File: config.mk
export PLATFORM = sky130hd
export DESIGN_NAME = rational_arith_unit
export DESIGN_NICKNAME = d
export VERILOG_FILES = /design/src/rau_pkg.sv /design/src/rational_arith_unit.sv /design/src/rau_div.sv /design/src/rau_mul.sv
export SDC_FILE = /design/constraint.sdc
export NUM_CORES = 2
export LEC_CHECK = 0
export BUFFER_PORTS_ARGS = -buffer_cell sky130_fd_sc_hd__buf_2
export CORE_UTILIZATION = 55
export CTS_CLUSTER_SIZE = 28
export DETAILED_ROUTE_END_ITERATION = 12
export GPL_ROUTABILITY_DRIVEN = 1
export PLACE_DENSITY = 0.74
export REMOVE_ABC_BUFFERS = 1
export SLEW_MARGIN = 20
export SYNTH_ARGS = -nofsm -noshare
export SYNTH_HDL_FRONTEND = slang
export SYNTH_SLANG_ARGS = --single-unit
File: constraint.sdc
create_clock -name aclk -period 9.3 [get_ports aclk]
set_input_delay 1.395 -clock aclk [delete_from_list [all_inputs] [get_ports aclk]]
set_output_delay 1.395 -clock aclk [all_outputs]
set_load 0.05 [all_outputs]
File: src/rau_pkg.sv
`timescale 1ns / 1ps
`default_nettype none
package rau_pkg;

    localparam int unsigned DataW = 32;
    localparam int unsigned CmdW  = 3;
    localparam int unsigned CntW  = $clog2(DataW);

    typedef enum logic [CmdW-1:0] {
        CMD_ADD  = 3'd0,
        CMD_SUB  = 3'd1,
        CMD_MUL  = 3'd2,
        CMD_DIV  = 3'd3,
        CMD_LT   = 3'd4,
        CMD_GT   = 3'd5,
        CMD_EQ   = 3'd6,
        CMD_NE   = 3'd7
    } cmd_t;

    typedef struct packed {
        logic                    start;
        logic signed [DataW-1:0] dividend;
        logic signed [DataW-1:0] divisor;
    } div_req_t;

    typedef struct packed {
        logic                    done;
        logic signed [DataW-1:0] quo;
        logic signed [DataW-1:0] rem;
    } div_rsp_t;

endpackage
`default_nettype wire

File: src/rational_arith_unit.sv
`timescale 1ns / 1ps
`default_nettype none
// Rational arithmetic unit: takes two fractions and a command (add, sub, mul, div, or one of
// four comparisons) and returns one reduced fraction, a truth bit and a division-by-zero flag.
// Every reduction runs Euclid's algorithm on one shared 32-bit iterative divider (one quotient
// bit per cycle while busy), followed by two divisions by the gcd; a transaction needs up to
// four reductions (none on a zero denominator of a, four for a subtraction). Products come
// from one registered 32x32 multiplier (low 32 bits kept), one per cycle. The input is not
// ready while a transaction is in progress.
module rational_arith_unit (
    input  wire logic         aclk,
    input  wire logic         aresetn,
    input  wire logic         s_tvalid,
    output logic              s_tready,
    input  wire logic [127:0] s_tdata,  // a_num, a_den, b_num, b_den
    input  wire logic [2:0]   s_tuser,  // command
    output logic              m_tvalid,
    input  wire logic         m_tready,
    output logic [63:0]       m_tdata,  // res_num, res_den
    output logic [1:0]        m_tuser   // truth, error
);

    localparam int unsigned W = rau_pkg::DataW;

    typedef enum logic [13:0] {
        ST_IDLE     = 14'b00000000000001,
        ST_GCD_CHK  = 14'b00000000000010,
        ST_GCD_WAIT = 14'b00000000000100,
        ST_DIV_N    = 14'b00000000001000,
        ST_DIV_D_GO = 14'b00000000010000,
        ST_DIV_D    = 14'b00000000100000,
        ST_RED_DONE = 14'b00000001000000,
        ST_M1       = 14'b00000010000000,
        ST_M2       = 14'b00000100000000,
        ST_M3       = 14'b00001000000000,
        ST_M4       = 14'b00010000000000,
        ST_M5       = 14'b00100000000000,
        ST_OUT      = 14'b01000000000000,
        ST_SPARE    = 14'b10000000000000
    } state_t;

    typedef enum logic [1:0] {
        PH_A   = 2'd0,
        PH_B   = 2'd1,
        PH_NEG = 2'd2,
        PH_RES = 2'd3
    } phase_t;

    state_t                state_reg, state_next;
    phase_t                phase_reg, phase_next;
    rau_pkg::cmd_t         cmd_reg, cmd_next;
    logic signed [W-1:0]   an_reg, an_next, ad_reg, ad_next;
    logic signed [W-1:0]   bn_reg, bn_next, bd_reg, bd_next;
    logic signed [W-1:0]   n_reg, n_next, d_reg, d_next;
    logic signed [W-1:0]   ga_reg, ga_next, gb_reg, gb_next;
    logic signed [W-1:0]   l_reg, l_next, r_reg, r_next;
    logic signed [W-1:0]   dd_reg, dd_next;
    logic signed [W-1:0]   rnum_reg, rnum_next, rden_reg, rden_next;
    logic                  rtruth_reg, rtruth_next, rerr_reg, rerr_next;
    logic                  mvalid_reg, mvalid_next;
    logic [63:0]           mdata_reg, mdata_next;
    logic [1:0]            muser_reg, muser_next;
    logic signed [W-1:0]   mul_x, mul_y, mul_p;
    rau_pkg::div_req_t     div_req;
    rau_pkg::div_rsp_t     div_rsp;

    rau_div u_div (
        .aclk    (aclk),
        .aresetn (aresetn),
        .req     (div_req),
        .rsp     (div_rsp)
    );

    rau_mul u_mul (
        .aclk (aclk),
        .x    (mul_x),
        .y    (mul_y),
        .p    (mul_p)
    );

    always_comb begin
        state_next  = state_reg;
        phase_next  = phase_reg;
        cmd_next    = cmd_reg;
        an_next     = an_reg;
        ad_next     = ad_reg;
        bn_next     = bn_reg;
        bd_next     = bd_reg;
        n_next      = n_reg;
        d_next      = d_reg;
        ga_next     = ga_reg;
        gb_next     = gb_reg;
        l_next      = l_reg;
        r_next      = r_reg;
        dd_next     = dd_reg;
        rnum_next   = rnum_reg;
        rden_next   = rden_reg;
        rtruth_next = rtruth_reg;
        rerr_next   = rerr_reg;
        mvalid_next = mvalid_reg && !m_tready;
        mdata_next  = mdata_reg;
        muser_next  = muser_reg;
        mul_x       = '0;
        mul_y       = '0;
        div_req.start    = 1'b0;
        div_req.dividend = ga_reg;
        div_req.divisor  = gb_reg;

        case (state_reg)
            ST_IDLE: begin
                if (s_tvalid) begin
                    cmd_next  = rau_pkg::cmd_t'(s_tuser);
                    an_next   = s_tdata[31:0];
                    ad_next   = s_tdata[63:32];
                    bn_next   = s_tdata[95:64];
                    bd_next   = s_tdata[127:96];
                    rnum_next   = '0;
                    rden_next   = W'(1);
                    rtruth_next = 1'b0;
                    rerr_next   = 1'b1;
                    if (s_tdata[63:32] == '0) begin
                        state_next = ST_OUT;
                    end else begin
                        n_next     = s_tdata[31:0];
                        d_next     = s_tdata[63:32];
                        ga_next    = s_tdata[31:0];
                        gb_next    = s_tdata[63:32];
                        phase_next = PH_A;
                        state_next = ST_GCD_CHK;
                    end
                end
            end
            ST_GCD_CHK: begin
                if (gb_reg != '0) begin
                    div_req.start = 1'b1;
                    state_next    = ST_GCD_WAIT;
                end else if (ga_reg == '0) begin
                    // both parts zero: leave the fraction as it is
                    state_next = ST_RED_DONE;
                end else begin
                    div_req.start    = 1'b1;
                    div_req.dividend = n_reg;
                    div_req.divisor  = ga_reg;
                    state_next       = ST_DIV_N;
                end
            end
            ST_GCD_WAIT: begin
                if (div_rsp.done) begin
                    ga_next    = gb_reg;
                    gb_next    = div_rsp.rem;
                    state_next = ST_GCD_CHK;
                end
            end
            ST_DIV_N: begin
                if (div_rsp.done) begin
                    n_next     = div_rsp.quo;
                    state_next = ST_DIV_D_GO;
                end
            end
            ST_DIV_D_GO: begin
                div_req.start    = 1'b1;
                div_req.dividend = d_reg;
                div_req.divisor  = ga_reg;
                state_next       = ST_DIV_D;
            end
            ST_DIV_D: begin
                if (div_rsp.done) begin
                    d_next     = div_rsp.quo;
                    state_next = ST_RED_DONE;
                end
            end
            ST_RED_DONE: begin
                case (phase_reg)
                    PH_A: begin
                        an_next = n_reg;
                        ad_next = d_reg;
                        if (bd_reg == '0) begin
                            state_next = ST_OUT;
                        end else begin
                            n_next     = bn_reg;
                            d_next     = bd_reg;
                            ga_next    = bn_reg;
                            gb_next    = bd_reg;
                            phase_next = PH_B;
                            state_next = ST_GCD_CHK;
                        end
                    end
                    PH_B, PH_NEG: begin
                        bn_next    = n_reg;
                        bd_next    = d_reg;
                        state_next = ST_M1;
                    end
                    default: begin
                        rnum_next  = n_reg;
                        rden_next  = d_reg;
                        rerr_next  = 1'b0;
                        state_next = ST_OUT;
                    end
                endcase
            end
            ST_M1: begin
                mul_x      = an_reg;
                mul_y      = bd_reg;
                state_next = ST_M2;
            end
            ST_M2: begin
                l_next     = mul_p;
                mul_x      = ad_reg;
                mul_y      = bn_reg;
                state_next = ST_M3;
            end
            ST_M3: begin
                r_next     = mul_p;
                mul_x      = ad_reg;
                mul_y      = bd_reg;
                state_next = ST_M4;
            end
            ST_M4: begin
                dd_next    = mul_p;
                mul_x      = an_reg;
                mul_y      = bn_reg;
                state_next = ST_M5;
            end
            ST_M5: begin
                state_next = ST_OUT;
                case (cmd_reg)
                    rau_pkg::CMD_ADD, rau_pkg::CMD_SUB: begin
                        if (cmd_reg == rau_pkg::CMD_SUB && phase_reg == PH_B) begin
                            // reduce the negation of b before adding
                            n_next     = -bn_reg;
                            d_next     = bd_reg;
                            ga_next    = -bn_reg;
                            gb_next    = bd_reg;
                            phase_next = PH_NEG;
                        end else begin
                            n_next     = l_reg + r_reg;
                            d_next     = dd_reg;
                            ga_next    = l_reg + r_reg;
                            gb_next    = dd_reg;
                            phase_next = PH_RES;
                        end
                        state_next = ST_GCD_CHK;
                    end
                    rau_pkg::CMD_MUL: begin
                        if (dd_reg != '0) begin
                            n_next     = mul_p;
                            d_next     = dd_reg;
                            ga_next    = mul_p;
                            gb_next    = dd_reg;
                            phase_next = PH_RES;
                            state_next = ST_GCD_CHK;
                        end
                    end
                    rau_pkg::CMD_DIV: begin
                        // swapped b: numerator a_n*b_d, denominator a_d*b_n
                        if (bn_reg != '0 && r_reg != '0) begin
                            n_next     = l_reg;
                            d_next     = r_reg;
                            ga_next    = l_reg;
                            gb_next    = r_reg;
                            phase_next = PH_RES;
                            state_next = ST_GCD_CHK;
                        end
                    end
                    rau_pkg::CMD_LT: begin
                        rtruth_next = l_reg < r_reg;
                        rerr_next   = 1'b0;
                    end
                    rau_pkg::CMD_GT: begin
                        rtruth_next = l_reg > r_reg;
                        rerr_next   = 1'b0;
                    end
                    rau_pkg::CMD_EQ: begin
                        rtruth_next = l_reg == r_reg;
                        rerr_next   = 1'b0;
                    end
                    default: begin
                        rtruth_next = l_reg != r_reg;
                        rerr_next   = 1'b0;
                    end
                endcase
            end
            ST_OUT: begin
                // hold until the output register is free
                if (!mvalid_reg || m_tready) begin
                    mvalid_next = 1'b1;
                    mdata_next  = {rden_reg, rnum_reg};
                    muser_next  = {rerr_reg, rtruth_reg};
                    state_next  = ST_IDLE;
                end
            end
            default: begin
                state_next = ST_IDLE;
            end
        endcase
    end

    always_ff @(posedge aclk) begin
        if (!aresetn) begin
            state_reg  <= ST_IDLE;
            mvalid_reg <= 1'b0;
        end else begin
            state_reg  <= state_next;
            mvalid_reg <= mvalid_next;
        end
        phase_reg  <= phase_next;
        cmd_reg    <= cmd_next;
        an_reg     <= an_next;
        ad_reg     <= ad_next;
        bn_reg     <= bn_next;
        bd_reg     <= bd_next;
        n_reg      <= n_next;
        d_reg      <= d_next;
        ga_reg     <= ga_next;
        gb_reg     <= gb_next;
        l_reg      <= l_next;
        r_reg      <= r_next;
        dd_reg     <= dd_next;
        rnum_reg   <= rnum_next;
        rden_reg   <= rden_next;
        rtruth_reg <= rtruth_next;
        rerr_reg   <= rerr_next;
        mdata_reg  <= mdata_next;
        muser_reg  <= muser_next;
    end

    assign s_tready = (state_reg == ST_IDLE);
    assign m_tvalid = mvalid_reg;
    assign m_tdata  = mdata_reg;
    assign m_tuser  = muser_reg;

endmodule
`default_nettype wire

File: src/rau_div.sv
`timescale 1ns / 1ps
`default_nettype none
module rau_div (
    input  wire logic              aclk,
    input  wire logic              aresetn,
    input  wire rau_pkg::div_req_t req,
    output rau_pkg::div_rsp_t      rsp
);

    localparam int unsigned W = rau_pkg::DataW;

    logic [W-1:0]               q_reg, q_next;
    logic [W-1:0]               r_reg, r_next;
    logic [W-1:0]               ub_reg, ub_next;
    logic [rau_pkg::CntW-1:0]   cnt_reg, cnt_next;
    logic                       negq_reg, negq_next;
    logic                       negr_reg, negr_next;
    logic                       busy_reg, busy_next;
    logic                       done_reg, done_next;
    logic [W:0]                 shifted;
    logic [W:0]                 diff;

    always_comb begin
        shifted   = {r_reg, q_reg[W-1]};
        diff      = shifted - {1'b0, ub_reg};
        q_next    = q_reg;
        r_next    = r_reg;
        ub_next   = ub_reg;
        cnt_next  = cnt_reg;
        negq_next = negq_reg;
        negr_next = negr_reg;
        busy_next = busy_reg;
        done_next = 1'b0;
        if (req.start) begin
            // work on magnitudes; the most negative value maps onto its own bit pattern
            q_next    = req.dividend[W-1] ? W'(-req.dividend) : W'(req.dividend);
            ub_next   = req.divisor[W-1] ? W'(-req.divisor) : W'(req.divisor);
            r_next    = '0;
            cnt_next  = '0;
            negq_next = req.dividend[W-1] ^ req.divisor[W-1];
            negr_next = req.dividend[W-1];
            busy_next = 1'b1;
        end else if (busy_reg) begin
            if (!diff[W]) begin
                r_next = diff[W-1:0];
                q_next = {q_reg[W-2:0], 1'b1};
            end else begin
                r_next = shifted[W-1:0];
                q_next = {q_reg[W-2:0], 1'b0};
            end
            cnt_next = cnt_reg + 1'b1;
            if (cnt_reg == rau_pkg::CntW'(W - 1)) begin
                busy_next = 1'b0;
                done_next = 1'b1;
            end
        end
    end

    always_ff @(posedge aclk) begin
        if (!aresetn) begin
            busy_reg <= 1'b0;
            done_reg <= 1'b0;
        end else begin
            busy_reg <= busy_next;
            done_reg <= done_next;
        end
        q_reg    <= q_next;
        r_reg    <= r_next;
        ub_reg   <= ub_next;
        cnt_reg  <= cnt_next;
        negq_reg <= negq_next;
        negr_reg <= negr_next;
    end

    assign rsp.done = done_reg;
    assign rsp.quo  = negq_reg ? -$signed(q_reg) : $signed(q_reg);
    assign rsp.rem  = negr_reg ? -$signed(r_reg) : $signed(r_reg);

endmodule
`default_nettype wire

File: src/rau_mul.sv
`timescale 1ns / 1ps
`default_nettype none
module rau_mul (
    input  wire logic                                aclk,
    input  wire logic signed [rau_pkg::DataW-1:0]    x,
    input  wire logic signed [rau_pkg::DataW-1:0]    y,
    output logic signed [rau_pkg::DataW-1:0]         p
);

    logic signed [rau_pkg::DataW-1:0] p_reg, p_next;

    // low half only: the product wraps as a 32-bit int
    assign p_next = x * y;

    always_ff @(posedge aclk) begin
        p_reg <= p_next;
    end

    assign p = p_reg;

endmodule
`default_nettype wire

==> impl_results.md <==
- FP Rows: 111
- P_int: 6270 uW
- Async SR Flop Fraction: 0%
- Comb power frac: 24.0%
- Worst path most repeated cell: fa_1
- Reg2reg setup slack: 0.20 ns
- Sequential Power Share: 44.9%
- Remaining Overflow, GRT: 0
- Vias in the first global route: 42500
- Initial antenna violation count: 5
- Leakage dissipation: 0.0249 uW
- Io pins: 203
- Worst path slowest cell: fa_1
- CP required: 9.84 ns
- DR DRC count: 0
- Final Cycle Share: 97.8%
- Vias/cell: 6.32
- Max reg flops: 64
- Core ar.: 0.0919 mm2
- Syn_area_per_cell: 9.38 um2
- I/O Buffers: 202
- Die Wd: 307 um
- Routed wire per std cell: 28.5 um
- Clock buffer depth: 3
- RD Place Congestion: 1.05
- CTS tree: done
- P per Cell Area: 168 mW/mm2
- Antenna Nets Post-Route: 0
- Worst vdd ir: 0.232 mV
- Max Fclk: 110 MHz
- Ys Warns: 0
- Layout cell share with drive strength beyond 1: 11.7%
- WP buf/inv: 9
- Place WS: -0.128 ns
- Slew headroom: 19.9%
- Drt first pass iters: 6
- Status: completed
- Final setup viols: 0
- Synth top area cells: edfxtp_1 (33%), fa_1 (16%), ha_1 (6.2%), nand2_1 (5.8%), inv_1 (4.8%)
- GRT Util Overall: 42.3%
- HPWL Detailed: 159000 um
- RSZ-0062 raised after global routing: yes
- Commonest non-fill, non-tap cell in the layout: nand2_1
- GR Util met3: 8.30%
- Syn-to-layout area delta: 13.1%
- CTS Hold Buffers Added: 0
- Die footprint: 0.0943 mm2
- Final Max Slew Viols: 0
- Total number of vias: 44500
- Largest delay share family, worst path: adder cells
- Initial DRC Count: 6322
- Worst setup margin: 0.203 ns
- Die Y: 307 um
- Area of the mapped netlist: 0.0512 mm2
- Post-synthesis cell type count: 85
- First-pass GRT wire length: 288000 um
- Shortest period the worst path allows: 9.10 ns
- Hold/Removal Path Class: reg -> reg
- Reg clk slew, reported paths: 0.07 ns
- Mapped Cells: 5454
- CP endpoint kind: register
- Clk_lat worst skew: 0.68 ns
- CTS Buf Count: 76
- EDFF count, synth: 555
- Total Wirelength: 201000 um
- Largest net degree at the start of global routing: 93
- Endpoints failing hold: 0
- GR Util met2: 63.1%
- Commonest cells after routing, fill and taps aside: nand2_1 (784), inv_1 (648), nor2_1 (605)
- Clock power frac: 31.1%
- Worst Path Max Fanout: 10
- Synthesized flop and latch total: 640
- Critical path startpoint category: register
- Nets: 6528
- CP Class: reg -> reg
- CTS Sinks: 640
- Worst stage delay on the critical path: 0.60 ns
- Initial core utilization: 55.7%
- H-tree depth: 3
- Cell accounting for the most synthesized area: edfxtp_1
- Post-synth top area share: 32.6%
- CTS root buf: clkbuf_16
- Sw power: 3420 uW
- Worst-Margin Slew: 1.20 ns
- Sw frac: 35.3%
- WHS: 0.403 ns
- Worst Skew: 0.0415 ns
- Prevailing post-synth register cell: edfxtp_1
- MaxCap Viol Count: 0
- Met1 Use GR: 57.8%
- Register area share after synthesis: 35.9%
- Crit path DAT: 9.64 ns
- GR peak layer: met2
[worst reg2reg max path: cells and delay by family (launching register included)]
family | cells | cell delay (ns)
buf+inv | 9 | 1.44
fa+ha+maj | 9 | 4.14
flops | 1 | 0.31
simple gates | 6 | 1.83
compound gates | 6 | 1.15
xor+xnor | 1 | 0.13
[cell families (layout without fill, tap and decap cells)]
| family | Yosys count | after routing | share of synthesized area, % |
|---|---|---|---|
| flip-flops | 640 | 640 | 35.9 |
| AND/OR/NAND/NOR | 1919 | 1919 | 16.5 |
| XOR/XNOR | 276 | 276 | 4.75 |
| adder cells (fa/ha/maj) | 665 | 665 | 22.3 |
| other | 0 | 5 | 0 |
| multiplexers | 70 | 70 | 1.39 |
| AO/OA/AOI/OAI | 976 | 976 | 12.4 |
| buffers and inverters | 908 | 1245 | 6.78 |
[routing by layer]
metal	share of wire, %	up-vias
met3	12	552
met5	0.012	-
met2	44	3098
met4	6.5	4
met1	38	21700
li1	-	19100
[per-stage QoR]
stage          util [%]  area [um2]  instances  power [uW]  TNS (ns)
6_report           62.9       57900       7039        9700         0
5_1_grt            62.9       57900       7034        9990    -0.133
4_1_cts            62.3       57300       7007        9590         0
3_5_place_dp       59.6       54800       6863        6610    -0.128
3_3_place_gp       59.6       54800       6862        6570   -0.0895
2_1_floorplan         -       50100       5195        5700    -88.00
[cell type report]
class,instances,area [um2]
Antenna cell,5,12.5
Timing Repair Buffer,455,3330
Tap cell,1243,1560
Clock inverter,47,427
Clock buffer,94,2030
Sequential cell,640,18400
Fill cell,7916,34100
Inverter,649,2440
Multi-Input combinational cell,3906,29700
[Yosys cell counts (48+ instances only)]
cell type / count
xnor2_1: 173
nor2_1: 611
clkbuf_1: 214
a22oi_1: 107
nand3_1: 120
o211ai_1: 48
xor2_1: 102
mux2i_1: 61
nor4_1: 64
ha_1: 255
nor3_1: 69
a22o_1: 55
inv_1: 649
fa_1: 410
edfxtp_1: 555
a21oi_1: 265
o21ai_0: 209
nand2_1: 788
dfxtp_1: 85
[worst paths after layout]
path                                            startpoint                     to  cells after the start
worst max-delay path             state_reg[0]$_SDFFE_PN1P_    u_mul.p[28]$_DFF_P_                     31
worst min-delay path            rnum_reg[17]$_SDFFCE_PN0P_  m_tdata[17]$_DFFE_PP_                      0
worst max register to register   state_reg[0]$_SDFFE_PN1P_    u_mul.p[28]$_DFF_P_                     31
worst min register to register  rnum_reg[17]$_SDFFCE_PN0P_  m_tdata[17]$_DFFE_PP_                      0
[repair_timing]
action | in CTS | in global routing
resized for setup | 4 | 53
gates cloned | 0 | 5
endpoints found under the setup margin | 1 | 8
pin swaps | 3 | 21
buffers inserted | 3 | 21
[power by group through the flow]
stage	clock (uW)	sequential (uW)	combinational [uW]
global placement	0	4360	2210
detailed placement	0	4370	2240
CTS	3020	4310	2250
finish	3020	4360	2330
global route	3110	4380	2500
floorplan	0	4140	1560
(Power assumes the default switching activity.)
